<file path="config.mk">
export PLATFORM = sky130hd
export DESIGN_NAME = scheduled_light_event_table
export DESIGN_NICKNAME = d
export VERILOG_FILES = /design/src/hdl/slet_pkg.sv /design/src/hdl/slet_fifo.sv /design/src/hdl/slet_front.sv /design/src/hdl/slet_engine.sv /design/src/hdl/scheduled_light_event_table.sv
export SDC_FILE = /design/constraint.sdc
export NUM_CORES = 1
export LEC_CHECK = 0
export BUFFER_PORTS_ARGS = -buffer_cell sky130_fd_sc_hd__clkbuf_2
export CORE_MARGIN = 2
export CORE_UTILIZATION = 60
export DETAILED_ROUTE_END_ITERATION = 10
export HOLD_SLACK_MARGIN = 0.08
export PLACE_DENSITY = 0.8
export RECOVER_POWER = 25
export SLEW_MARGIN = 0
export SYNTH_ARGS = -nofsm -noshare
export SYNTH_HDL_FRONTEND = slang
export SYNTH_SLANG_ARGS = --single-unit
</file>
<file path="constraint.sdc">
create_clock -name clk -period 10.75 [get_ports clk]
set_clock_uncertainty 0.2 [all_clocks]
set_input_delay 0 -clock clk [delete_from_list [all_inputs] [get_ports clk]]
set_output_delay 0 -clock clk [all_outputs]
set_load 0.03 [all_outputs]
</file>
<file path="src/hdl/slet_pkg.sv">
// ----------------------------------------------------------------------------
// slet_pkg
// Shared types, codes and helpers of the scheduled light event table.
// ----------------------------------------------------------------------------
package slet_pkg;

	localparam int TABLE_SLOTS_DEF = 32;
	localparam int QUEUE_DEPTH     = 2;

	localparam logic [1:0] MODE_TICK   = 2'd0;
	localparam logic [1:0] MODE_ON     = 2'd1;
	localparam logic [1:0] MODE_OFF    = 2'd2;
	localparam logic [1:0] MODE_REMOVE = 2'd3;

	localparam logic [3:0] RULE_SAT      = 4'd6;
	localparam logic [3:0] RULE_WEEKDAYS = 4'd7;
	localparam logic [3:0] RULE_WEEKEND  = 4'd8;
	localparam logic [3:0] RULE_EVERY    = 4'd9;

	localparam logic [2:0] DAY_SUN = 3'd0;
	localparam logic [2:0] DAY_MON = 3'd1;
	localparam logic [2:0] DAY_FRI = 3'd5;
	localparam logic [2:0] DAY_SAT = 3'd6;

	localparam logic KIND_STATUS = 1'b0;
	localparam logic KIND_CMD    = 1'b1;
	localparam logic STATUS_OK   = 1'b0;
	localparam logic STATUS_FULL = 1'b1;

	typedef enum logic [1:0] {
		OP_TICK,
		OP_ON,
		OP_OFF,
		OP_REMOVE
	} op_t;

	typedef enum logic [1:0] {
		E_IDLE,
		E_SCAN,
		E_DONE
	} eng_state_t;

	typedef struct packed {
		op_t         op;
		logic [7:0]  light;
		logic [3:0]  rule;
		logic [10:0] minute;
		logic [2:0]  today;
	} cmd_t;

	typedef struct packed {
		logic       kind;
		logic       status;
		logic [7:0] cmd_light;
		logic       turn_on;
		logic       last;
	} res_t;

	typedef struct packed {
		logic [7:0]  light;
		logic [3:0]  day;
		logic [10:0] minute;
		logic        act_on;
	} entry_t;

	// Does a stored day rule fire on the given weekday
	function automatic logic rule_covers(logic [3:0] rule, logic [2:0] day);
		logic hit;
		hit = 1'b0;
		if (rule == RULE_EVERY) begin
			hit = 1'b1;
		end else if (day <= DAY_SAT) begin
			case (rule) inside
				[4'd0:RULE_SAT]: hit = (rule[2:0] == day);
				RULE_WEEKEND:    hit = (day == DAY_SUN) || (day == DAY_SAT);
				RULE_WEEKDAYS:   hit = (day inside {[DAY_MON:DAY_FRI]});
				default:         hit = 1'b0;
			endcase
		end
		return hit;
	endfunction

endpackage

</file>
<file path="src/hdl/slet_fifo.sv">
// ----------------------------------------------------------------------------
// slet_fifo
// Small register queue with full/empty flags and a first-word read port.
// ----------------------------------------------------------------------------
module slet_fifo #(
	parameter int W     = 8,
	parameter int DEPTH = slet_pkg::QUEUE_DEPTH
) (
	input  logic         clk,
	input  logic         arst_n,
	input  logic         wr,
	input  logic [W-1:0] wdata,
	output logic         full,
	input  logic         rd,
	output logic [W-1:0] rdata,
	output logic         empty
);

	localparam int AW = (DEPTH > 1) ? $clog2(DEPTH) : 1;
	localparam int CW = $clog2(DEPTH + 1);

	logic [W-1:0]  store_q [DEPTH];
	logic [AW-1:0] wptr_q;
	logic [AW-1:0] rptr_q;
	logic [CW-1:0] count_q;
	logic          do_wr;
	logic          do_rd;

	assign full  = (count_q == CW'(DEPTH));
	assign empty = (count_q == '0);
	assign do_wr = wr && !full;
	assign do_rd = rd && !empty;
	assign rdata = store_q[rptr_q];

	always_ff @(posedge clk or negedge arst_n) begin
		if (!arst_n) begin
			wptr_q  <= '0;
			rptr_q  <= '0;
			count_q <= '0;
		end else begin
			if (do_wr) begin
				wptr_q <= (wptr_q == AW'(DEPTH - 1)) ? '0 : wptr_q + AW'(1);
			end
			if (do_rd) begin
				rptr_q <= (rptr_q == AW'(DEPTH - 1)) ? '0 : rptr_q + AW'(1);
			end
			if (do_wr && !do_rd) begin
				count_q <= count_q + CW'(1);
			end else if (do_rd && !do_wr) begin
				count_q <= count_q - CW'(1);
			end
		end
	end

	always_ff @(posedge clk) begin
		if (do_wr) begin
			store_q[wptr_q] <= wdata;
		end
	end

endmodule

</file>
<file path="src/hdl/slet_front.sv">
// ----------------------------------------------------------------------------
// slet_front
// Input side: decodes the mode of each item and queues it for the engine.
// ----------------------------------------------------------------------------
module slet_front (
	input  logic               clk,
	input  logic               arst_n,
	input  logic               push,
	output logic               full,
	input  logic [1:0]         mode,
	input  logic [7:0]         light_id,
	input  logic [3:0]         day_rule,
	input  logic [10:0]        minute_of_day,
	input  logic [2:0]         today,
	output logic               cmd_valid,
	output slet_pkg::cmd_t     cmd,
	input  logic               cmd_pop
);

	slet_pkg::cmd_t cmd_in;
	logic           cmd_empty;
	logic [$bits(slet_pkg::cmd_t)-1:0] cmd_raw;

	always_comb begin
		cmd_in.light  = light_id;
		cmd_in.rule   = day_rule;
		cmd_in.minute = minute_of_day;
		cmd_in.today  = today;
		case (mode)
			slet_pkg::MODE_TICK:   cmd_in.op = slet_pkg::OP_TICK;
			slet_pkg::MODE_ON:     cmd_in.op = slet_pkg::OP_ON;
			slet_pkg::MODE_OFF:    cmd_in.op = slet_pkg::OP_OFF;
			slet_pkg::MODE_REMOVE: cmd_in.op = slet_pkg::OP_REMOVE;
			default:               cmd_in.op = slet_pkg::OP_TICK;
		endcase
	end

	slet_fifo #(
		.W     ($bits(slet_pkg::cmd_t)),
		.DEPTH (slet_pkg::QUEUE_DEPTH)
	) u_cmd_q (
		.clk    (clk),
		.arst_n (arst_n),
		.wr     (push),
		.wdata  (cmd_in),
		.full   (full),
		.rd     (cmd_pop),
		.rdata  (cmd_raw),
		.empty  (cmd_empty)
	);

	assign cmd       = slet_pkg::cmd_t'(cmd_raw);
	assign cmd_valid = !cmd_empty;

endmodule

</file>
<file path="src/hdl/slet_engine.sv">
// ----------------------------------------------------------------------------
// slet_engine
// Back side: owns the entry table, walks it one slot per cycle for insert,
// remove and tick items (ticks stall on a full result queue), pushing results.
// ----------------------------------------------------------------------------
module slet_engine #(
	parameter int TABLE_SLOTS = slet_pkg::TABLE_SLOTS_DEF
) (
	input  logic           clk,
	input  logic           arst_n,
	input  logic           cmd_valid,
	input  slet_pkg::cmd_t cmd,
	output logic           cmd_pop,
	output logic           res_push,
	output slet_pkg::res_t res_data,
	input  logic           res_ready
);

	localparam int IW = (TABLE_SLOTS > 1) ? $clog2(TABLE_SLOTS) : 1;
	localparam int CW = $clog2(TABLE_SLOTS + 1);

	slet_pkg::eng_state_t state_q, state_d;
	slet_pkg::cmd_t       cmd_q;

	logic [CW-1:0]          rd_idx_q, rd_idx_d;
	logic [IW-1:0]          idx_s1, idx_d;
	logic                   vld_s1, vld_d;
	logic                   held_vld_q, held_vld_d;
	logic [7:0]             held_light_q, held_light_d;
	logic                   held_on_q, held_on_d;
	logic                   found_q, found_d;
	logic [TABLE_SLOTS-1:0] valid_q, valid_d;

	slet_pkg::entry_t mem [TABLE_SLOTS];
	slet_pkg::entry_t rdata_s1;
	slet_pkg::entry_t mem_wdata;
	logic             mem_we;
	logic [IW-1:0]    mem_raddr;
	logic             is_sched;
	logic             hit;
	logic             stall;
	logic             scan_end;

	assign is_sched  = (cmd_q.op == slet_pkg::OP_ON) || (cmd_q.op == slet_pkg::OP_OFF);
	assign scan_end  = (rd_idx_q == CW'(TABLE_SLOTS));

	always_comb begin
		mem_wdata.light  = cmd_q.light;
		mem_wdata.day    = cmd_q.rule;
		mem_wdata.minute = cmd_q.minute;
		mem_wdata.act_on = (cmd_q.op == slet_pkg::OP_ON);
	end

	always_comb begin
		state_d      = state_q;
		rd_idx_d     = rd_idx_q;
		idx_d        = idx_s1;
		vld_d        = vld_s1;
		held_vld_d   = held_vld_q;
		held_light_d = held_light_q;
		held_on_d    = held_on_q;
		found_d      = found_q;
		valid_d      = valid_q;
		cmd_pop      = 1'b0;
		res_push     = 1'b0;
		res_data     = '0;
		mem_we       = 1'b0;
		mem_raddr    = rd_idx_q[IW-1:0];
		hit          = 1'b0;
		stall        = 1'b0;

		case (state_q)
			slet_pkg::E_IDLE: begin
				if (cmd_valid) begin
					cmd_pop    = 1'b1;
					rd_idx_d   = '0;
					vld_d      = 1'b0;
					held_vld_d = 1'b0;
					found_d    = 1'b0;
					state_d    = slet_pkg::E_SCAN;
				end
			end
			slet_pkg::E_SCAN: begin
				if (is_sched) begin
					// lowest free slot wins; valid bits are flops, read without the memory port
					if (scan_end) begin
						state_d = slet_pkg::E_DONE;
					end else if (!valid_q[rd_idx_q[IW-1:0]]) begin
						mem_we                      = 1'b1;
						valid_d[rd_idx_q[IW-1:0]]   = 1'b1;
						found_d                     = 1'b1;
						state_d                     = slet_pkg::E_DONE;
					end else begin
						rd_idx_d = rd_idx_q + CW'(1);
					end
				end else begin
					if (vld_s1) begin
						if (cmd_q.op == slet_pkg::OP_TICK) begin
							hit = valid_q[idx_s1] &&
							      slet_pkg::rule_covers(rdata_s1.day, cmd_q.today) &&
							      (rdata_s1.minute == cmd_q.minute);
						end else begin
							hit = valid_q[idx_s1] &&
							      (rdata_s1.light == cmd_q.light) &&
							      (rdata_s1.day == cmd_q.rule) &&
							      (rdata_s1.minute == cmd_q.minute);
						end
						if (hit && cmd_q.op == slet_pkg::OP_TICK) begin
							// hold one match back so the final one can carry last
							if (held_vld_q && !res_ready) begin
								stall = 1'b1;
							end else begin
								if (held_vld_q) begin
									res_push           = 1'b1;
									res_data.kind      = slet_pkg::KIND_CMD;
									res_data.cmd_light = held_light_q;
									res_data.turn_on   = held_on_q;
								end
								held_vld_d   = 1'b1;
								held_light_d = rdata_s1.light;
								held_on_d    = rdata_s1.act_on;
							end
						end else if (hit) begin
							valid_d[idx_s1] = 1'b0;
						end
					end
					if (stall) begin
						// re-read the same slot while the result queue is full
						mem_raddr = idx_s1;
						vld_d     = 1'b1;
					end else if (!scan_end) begin
						idx_d    = rd_idx_q[IW-1:0];
						vld_d    = 1'b1;
						rd_idx_d = rd_idx_q + CW'(1);
					end else begin
						vld_d = 1'b0;
						if (!vld_s1) begin
							state_d = slet_pkg::E_DONE;
						end
					end
				end
			end
			slet_pkg::E_DONE: begin
				if (cmd_q.op == slet_pkg::OP_TICK) begin
					if (!held_vld_q) begin
						state_d = slet_pkg::E_IDLE;
					end else if (res_ready) begin
						res_push           = 1'b1;
						res_data.kind      = slet_pkg::KIND_CMD;
						res_data.cmd_light = held_light_q;
						res_data.turn_on   = held_on_q;
						res_data.last      = 1'b1;
						held_vld_d         = 1'b0;
						state_d            = slet_pkg::E_IDLE;
					end
				end else if (res_ready) begin
					res_push        = 1'b1;
					res_data.kind   = slet_pkg::KIND_STATUS;
					res_data.status = (is_sched && !found_q) ? slet_pkg::STATUS_FULL
					                                         : slet_pkg::STATUS_OK;
					res_data.last   = 1'b1;
					state_d         = slet_pkg::E_IDLE;
				end
			end
			default: begin
				state_d = slet_pkg::E_IDLE;
			end
		endcase
	end

	always_ff @(posedge clk or negedge arst_n) begin
		if (!arst_n) begin
			state_q    <= slet_pkg::E_IDLE;
			vld_s1     <= 1'b0;
			held_vld_q <= 1'b0;
			valid_q    <= '0;
		end else begin
			state_q    <= state_d;
			vld_s1     <= vld_d;
			held_vld_q <= held_vld_d;
			valid_q    <= valid_d;
		end
	end

	always_ff @(posedge clk) begin
		rd_idx_q     <= rd_idx_d;
		idx_s1       <= idx_d;
		held_light_q <= held_light_d;
		held_on_q    <= held_on_d;
		found_q      <= found_d;
		if (cmd_pop) begin
			cmd_q <= cmd;
		end
	end

	// entry table, single write port and one registered read port
	always_ff @(posedge clk) begin
		if (mem_we) begin
			mem[rd_idx_q[IW-1:0]] <= mem_wdata;
		end
		rdata_s1 <= mem[mem_raddr];
	end

endmodule

</file>
<file path="src/hdl/scheduled_light_event_table.sv">
// ----------------------------------------------------------------------------
// scheduled_light_event_table
// Table of scheduled light on/off events with tick-driven command output.
// ----------------------------------------------------------------------------
// Items enter a two-deep input queue and are carried out one at a time by an
// engine that walks the table a slot per cycle, remove and tick items through
// the entry memory's one registered read port; a tick match that waits on a
// full result queue holds the walk. Results leave through a two-deep result
// queue. A schedule item stops at the first free slot (or reports full after
// the last slot); a remove or tick item walks every slot. A tick gives one
// command per matching slot in slot order, the final one marked last; a tick
// with no match gives nothing. Valid marks are flip-flops cleared by reset, so
// the table is usable at once.
// ----------------------------------------------------------------------------
module scheduled_light_event_table #(
	parameter int TABLE_SLOTS = slet_pkg::TABLE_SLOTS_DEF
) (
	input  logic        clk,
	input  logic        arst_n,
	input  logic        push,
	output logic        full,
	input  logic [1:0]  mode,
	input  logic [7:0]  light_id,
	input  logic [3:0]  day_rule,
	input  logic [10:0] minute_of_day,
	input  logic [2:0]  today,
	output logic        empty,
	input  logic        pop,
	output logic        kind,
	output logic        status,
	output logic [7:0]  cmd_light,
	output logic        turn_on,
	output logic        last
);

	logic           cmd_valid;
	logic           cmd_pop;
	slet_pkg::cmd_t cmd;
	logic           res_push;
	logic           res_full;
	slet_pkg::res_t res_data;
	slet_pkg::res_t res_out;
	logic [$bits(slet_pkg::res_t)-1:0] res_raw;

	slet_front u_front (
		.clk           (clk),
		.arst_n        (arst_n),
		.push          (push),
		.full          (full),
		.mode          (mode),
		.light_id      (light_id),
		.day_rule      (day_rule),
		.minute_of_day (minute_of_day),
		.today         (today),
		.cmd_valid     (cmd_valid),
		.cmd           (cmd),
		.cmd_pop       (cmd_pop)
	);

	slet_engine #(
		.TABLE_SLOTS (TABLE_SLOTS)
	) u_engine (
		.clk       (clk),
		.arst_n    (arst_n),
		.cmd_valid (cmd_valid),
		.cmd       (cmd),
		.cmd_pop   (cmd_pop),
		.res_push  (res_push),
		.res_data  (res_data),
		.res_ready (!res_full)
	);

	slet_fifo #(
		.W     ($bits(slet_pkg::res_t)),
		.DEPTH (slet_pkg::QUEUE_DEPTH)
	) u_res_q (
		.clk    (clk),
		.arst_n (arst_n),
		.wr     (res_push),
		.wdata  (res_data),
		.full   (res_full),
		.rd     (pop),
		.rdata  (res_raw),
		.empty  (empty)
	);

	assign res_out   = slet_pkg::res_t'(res_raw);
	assign kind      = res_out.kind;
	assign status    = res_out.status;
	assign cmd_light = res_out.cmd_light;
	assign turn_on   = res_out.turn_on;
	assign last      = res_out.last;

endmodule

</file>
==> key figures, run 1 <==
Cells and area
  • Leading cell type in the layout, fill and taps excluded: edfxtp_1
  • Post-Layout Cell Count: 3,527
  • Share of cells above drive strength 1: 0.1228
  • Area grow syn2layout: 12.62%
  • Commonest cells after routing, fill and taps aside: 897 x edfxtp_1, 366 x nand2_1, 323 x mux2i_1
  • Layout Nets: between 2,000 and 3,000
  • Fillcell total: ~4,000
  • Post-route cell area: 43,400 sq um
  • Fin util: 0.6856

Timing
  • Final count of hold timing violations: 0
  • Setup TNS: 0 ps
  • Fmax: around 140 MHz
  • Hold_ws: 258.0 ps
  • RSZ-0062 raised after global routing: false
  • Slew @ Worst Pin: 1717 ps
  • Slew HR: -0.1445
  • Period utilization: 0.6599
  • Final setup viols: 0
  • Worst setup margin: 3657 ps
  • Final min period: 7094 ps
  • Max Transition Viols Final: 166

Logic synthesis
  • Syn Area/Cell: 15.58 sq um
  • Unique masters post-synth: 58
  • Synth Net Count: 2,518
  • Seq cells post-synth: around 970
  • Yosys warnings: 0
  • Main flop type after synthesis: edfxtp_1
  • Syn Inst Count: 2,474
  • Area of the mapped netlist: 38,540 sq um
  • Post-synth EDFFs: 897
  • Sequential area share after synthesis: 0.7400
  • Post-synth ARST share: 0.04560

Setup path
  • WP data required: 11,050 ps
  • Critical path peak fanout: 62
  • WS Path Type: reg2reg
  • Critical Path End Type: register
  • Critical Path AT: 7390 ps
  • Critical path launch point type: register

Floorplanning
  • FP Rows: 92
  • Starting Density: 0.6087
  • I/O Pins: 46
  • Die Height: 257.4 um
  • Die W: 257.4 um
  • Core region area: about 63,000 sq um
  • Die area: 66,270 sq um

Power and ir drop
  • Overall Power: 12.11 mW
  • Worst VDD drop: around 320 uV
  • P_leak: 15.37 nW
  • PwrDens: 279.0 nW/um^2

Clock tree
  • Cts bufs inserted: 91
  • Setup Buffers After CTS: 0
  • H-tree levels: 3
  • Clock Sinks: 965
  • Clock tree root driver cell: clkbuf_16
  • CTS tree: built
  • Worst-path clk slew: roughly 60 ps
  • Max Root-Sink Buffers: 3
  • Skew-Pair Late Insertion Delay: between 600 and 700 ps

Drt
  • Vias: approximately 23,000
  • DR iter-0 viols: 3,403
  • Vias per std cell: 6.521
  • Drt pass-1 iters: 8
  • DR DRC count: 0
  • WL/cell: 28.09 um
  • Routed WL: 99.07 mm
  • Final ANT Viol Nets: 0

Global route
  • Largest net degree at the start of global routing: 146
  • Vias in the first global route: 22,900
  • Busiest grt layer: met2
  • First-pass GRT wire length: about 140 mm
  • Initial antenna violation count: 1
  • GR Layer Usage met1: 0.3945
  • Grt met3 use: 0.06245
  • GR Overflow Total: 0
  • GR Util All Layers: 0.2994
  • Met2 usage: 0.4850

Placement
  • Gpl congestion: a little over 0.9
  • Place WS: between 4000 and 5000 ps
  • Cell area after placement: 39,800 sq um
  • Dpl hpwl: 50.29 mm
  • Dpl cells: 3,293
  • Port bufs: 45

Job
  • Max_cap viols: 5

Status
  • Failing checks: capacitance limit, slew limit
  • Status: complete, but fails checks

Hold path
  • Hold crit path type: in2async
## worst max-delay path, cell delays in order (launching register included)
cell and delay, ps:
edfxtp_1 350, clkbuf_1 1140, xnor2_1 220, nand3_1 240, nor3_1 720, nand4_1 160, buf_4 270, mux2i_4 180
buf_4 650, buf_4 760, buf_4 970, mux2i_1 320, a21oi_1 130, a22oi_1 280, nand4_1 150
## registers in the layout, summed over array words and instances (netlist names), 6 cells and up
register	cells
u_engine.rd_idx_q	6
u_engine.cmd_q	28
u_res_q.store_q	24
u_engine.rdata_s1	24
u_engine.held_light_q	8
u_engine.valid_q	32
u_front.u_cmd_q.store_q	56
u_engine.mem	768
## path summary, 6_finish.rpt
kind | slack, ps | to | from | cells past startpoint
min reg2reg | 300 | u_res_q.wptr_q | u_res_q.wptr_q | 1
max in group asynchronous | 9210 | u_engine.valid_q[6] | arst_n | 4
max reg2reg | 3660 | u_engine.rdata_s1[10] | u_engine.cmd_q[8] | 14
max | 3660 | u_engine.rdata_s1[10] | u_engine.cmd_q[8] | 14
min in group clk | 300 | u_res_q.wptr_q | u_res_q.wptr_q | 1
min | 260 | u_engine.vld_s1 | arst_n | 3
## cell type report
type,instances,area (sq um),share of cell area
diodes,1,2.502,0.00005766
clock buffers,123,2520,0.05806
clock inverters,48,521.8,0.01202
inverters,16,60.06,0.001384
multi-input cells,1355,9404,0.2167
flip-flops and latches,965,28520,0.6570
well taps,846,1059,0.02439
repair buffers,173,1319,0.03038
## per-layer routing
layer,part of all wire,up-vias
met5,0,-
met4,0.043,0
met3,0.12,283
met2,0.48,1608
met1,0.36,11400
li1,-,9704
## cell usage after synthesis (9+ instances only)
cell / number / share of area
dfrtp_1: 44 / 0.029
clkbuf_1: 52 / 0.0051
nor2b_1: 12 / 0.0019
buf_1: 9 / 0.00088
ha_1: 12 / 0.0039
nand4_1: 30 / 0.0049
a31oi_1: 9 / 0.0015
nand3_1: 159 / 0.021
edfxtp_1: 897 / 0.70
nor2_1: 59 / 0.0057
buf_4: 18 / 0.0035
buf_6: 10 / 0.0029
mux4_2: 13 / 0.0076
a32oi_1: 48 / 0.011
a22oi_1: 24 / 0.0047
xor2_1: 18 / 0.0041
mux2_2: 43 / 0.013
nand2_1: 366 / 0.036
inv_1: 16 / 0.0016
a21oi_1: 55 / 0.0071
o21ai_0: 37 / 0.0048
and2_1: 15 / 0.0024
o2111ai_1: 25 / 0.0057
dfxtp_1: 24 / 0.012
mux2i_1: 324 / 0.084
nor3_1: 13 / 0.0017
nand2b_1: 14 / 0.0023
buf_2: 49 / 0.0064
xnor2_1: 18 / 0.0041
## what timing repair did
action,CTS,global route
hold buffers,62,0
resized for setup,0,0
hold endpoints to repair,162,0
## logic make-up (layout without fill, tap and decap cells)
kind of cell | Yosys count | count (layout) | share of synthesized area
buffers and inverters | 154 | 360 | 0.02029
xor gates and xnor gates | 36 | 36 | 0.008181
DFF | 965 | 965 | 0.7400
muxes | 383 | 383 | 0.1059
other | 0 | 1 | 0
adders and majority gates | 12 | 12 | 0.003896
AOI/OAI and AO/OA | 228 | 228 | 0.04104
and+or+nand+nor | 696 | 696 | 0.08074
## report_power, final
| group | total (mW) | switching [mW] | leakage (nW) | internal, mW |
|---|---|---|---|---|
| logic | 3.43 | 2.31 | 5.03 | 1.13 |
| registers | 5.41 | 0.442 | 8.86 | 4.97 |
| clock network | 3.26 | 1.37 | 1.48 | 1.89 |
| total | 12.1 | 4.12 | 15.4 | 7.99 |
Note: power is estimated with default switching activity, not from simulation.
==> run 2: changes to the inputs <==
--- a/config.mk
+++ b/config.mk
@@ -7,7 +7,7 @@
 export LEC_CHECK = 0
 export BUFFER_PORTS_ARGS = -buffer_cell sky130_fd_sc_hd__clkbuf_2
 export CORE_MARGIN = 2
-export CORE_UTILIZATION = 60
+export CORE_UTILIZATION = 57
 export DETAILED_ROUTE_END_ITERATION = 10
 export HOLD_SLACK_MARGIN = 0.08
 export PLACE_DENSITY = 0.8
==> constraint.sdc (replaced) <==
create_clock -name clk -period 5.95 [get_ports clk]
set_clock_uncertainty 0.2 [all_clocks]
set_input_delay 0 -clock clk [delete_from_list [all_inputs] [get_ports clk]]
set_output_delay 0 -clock clk [all_outputs]
set_load 0.03 [all_outputs]
==> run 2 against run 1 <==
The flow still finishes with violations (capacitance limit, slew limit). Sequential share of layout area fell by 0.61 points. Wire length fell by 0.81%. Critical path depth fell by 1. First-iteration DRC count fell by 11%. Largest cell class unchanged. Highest routed layer unchanged. Utilization fell by 3.2 points. Register-to-register slack got worse by 3100 ps.
==> key figures, run 2 (synthesized netlist as in run 1, its figures left out) <==
Clock tree
  • Clock Sinks: 965
  • Max Root-Sink Buffers: 3
  • Post-cts resize count: 0
  • CTS tree: built
  • Worst-path clk slew: 60 ps
  • Clock tree root driver cell: clkbuf_16
  • Cts bufs inserted: 92
  • Skew-Pair Late Insertion Delay: 650 ps
  • H-tree levels: 3

Placement
  • Place WS: around 870 ps
  • Dpl hpwl: 55.97 mm
  • Gpl congestion: roughly 0.89
  • Port bufs: 45

Global route
  • Busiest grt layer: met2
  • Grt met3 use: 0.06059
  • GR Overflow Total: 0
  • Initial antenna violation count: 2
  • First-pass GRT wire length: 144.7 mm
  • Largest net degree at the start of global routing: 104
  • GR Util All Layers: 0.2815
  • GR Layer Usage met1: 0.3731
  • Vias in the first global route: between 20,000 and 25,000
  • Met2 usage: 0.4485

Drt
  • Routed WL: between 90 and 100 mm
  • Drt pass-1 iters: 6
  • WL/cell: about 27 um
  • DR DRC count: 0
  • DR iter-0 viols: 3,035
  • Vias per std cell: between 6 and 7
  • Final ANT Viol Nets: 0
  • Vias: ~23,000

Floorplanning
  • FP Rows: 95
  • Die Height: 264.0 um
  • I/O Pins: 46
  • Die W: 264.0 um
  • Core region area: 67,040 sq um
  • Starting Density: 0.5749
  • Die area: 69,710 sq um

Cells and area
  • Layout Nets: 2,688
  • Share of cells above drive strength 1: 0.1349
  • Number of diodes: 0
  • Fin util: 0.6535
  • Fillcell total: 4,422
  • Largest register FFs: between 700 and 800
  • Commonest cells after routing, fill and taps aside: 897 x edfxtp_1, 366 x nand2_1, 323 x mux2i_1
  • Area grow syn2layout: 13.67%
  • Leading cell type in the layout, fill and taps excluded: edfxtp_1

Power and ir drop
  • P_leak: 15.59 nW
  • Worst VDD drop: 293.9 uV
  • Switch share: 0.3416
  • PwrDens: 501.5 nW/um^2
  • Overall Power: 21.97 mW
  • Power Internal: 14.46 mW
  • Clock Power Share: 0.263
  • Sw Pwr: 7.504 mW
  • Seq pwr share: 0.442
  • Comb power frac: 0.296

Timing
  • Slew HR: -0.1973
  • Fmax: 186.3 MHz
  • Final setup viols: 0
  • Slew @ Worst Pin: 1796 ps
  • Setup TNS: 0 ps
  • Period utilization: 0.9023
  • Max Transition Viols Final: 476
  • Hold_ws: 284.1 ps
  • Final count of hold timing violations: 0
  • RSZ-0062 raised after global routing: false
  • Final min period: 5369 ps
  • Worst setup margin: 581.2 ps

Setup path
  • Critical path launch point type: register
  • Register-to-register setup slack: 580 ps
  • CP startpoint: u_engine.cmd_q[24]
  • Worst setup endpoint: u_engine.rdata_s1[16]
  • Critical Path AT: 5750 ps
  • Critical Path End Type: register
  • R2R Path End: u_engine.rdata_s1[16]
  • Critical path peak fanout: 33
  • WP data required: 6330 ps
  • WS Path Type: reg2reg
  • Worst reg2reg path startpoint: u_engine.cmd_q[24]
  • R2r worst-path depth: 13

Hold path
  • Hold crit path type: reg2reg

Job
  • Max_cap viols: 14

Status
  • Status: complete, but fails checks
  • Failing checks: capacitance limit, slew limit
## run 2: worst min path at each step
| stage | startpoint | end | slack, ps | cells after the start |
|---|---|---|---|---|
| floorplan | arst_n | u_engine.held_vld_q | -500 | 0 |
| global placement | arst_n | u_front.u_cmd_q.wptr_q | -70 | 2 |
| detailed placement | arst_n | u_front.u_cmd_q.wptr_q | -70 | 2 |
| CTS | u_res_q.wptr_q | u_res_q.wptr_q | 280 | 1 |
| global route | u_res_q.wptr_q | u_res_q.wptr_q | 330 | 1 |
| finish | u_res_q.wptr_q | u_res_q.wptr_q | 280 | 1 |
## run 2: through the flow
| step | instances | instance area [sq um] |
|---|---|---|
| floorplan | 2474 | 38540 |
| global placement | 3361 | 40270 |
| finish | 3593 | 43810 |
| global route | 3593 | 43810 |
| CTS | 3593 | 43870 |
| detailed placement | 3361 | 40270 |
## run 2: power by group through the flow
| stage | clock network [mW] | registers (mW) | logic [mW] |
|---|---|---|---|
| after detailed placement | 0 | 9.76 | 6.35 |
| final | 5.77 | 9.70 | 6.50 |
| after CTS | 5.81 | 9.63 | 6.45 |
| after floorplan | 0 | 9.65 | 4.14 |
| after global placement | 0 | 9.73 | 6.16 |
| after global routing | 6.07 | 9.76 | 6.89 |
## run 2: layout make-up
cell class | instances | area, sq um | area share
Sequential cell | 965 | 28520 | 0.6510
Multi-Input combinational cell | 1355 | 9399 | 0.2146
Clock buffer | 131 | 2571 | 0.05869
Timing Repair Buffer | 214 | 1757 | 0.04010
Tap cell | 873 | 1092 | 0.02493
Clock inverter | 39 | 410.4 | 0.009368
Inverter | 16 | 60.06 | 0.001371
## run 2: layer usage
layer	part of all wire	routed length (um)
met2	0.48	46910
met4	0.047	4659
met5	0	0
met3	0.099	9689
met1	0.38	37010
## run 2: worst max-delay path: stages, from the launching register on
cell      delay [ps]
edfxtp_1         360
clkbuf_1        1210
xor2_1           190
nor4_1           450
nand4_1          180
o31ai_1          130
nand4_1          150
buf_4            260
mux2i_4          220
buf_4            290
nor2_2           770
buf_4            400
a32oi_1          280
nand4_1          180
## run 2: timing repair
| action | in CTS | in global routing |
|---|---|---|
| setup buffers | 0 | 0 |
| hold endpoints to repair | 162 | 0 |
| hold buffers | 62 | 0 |
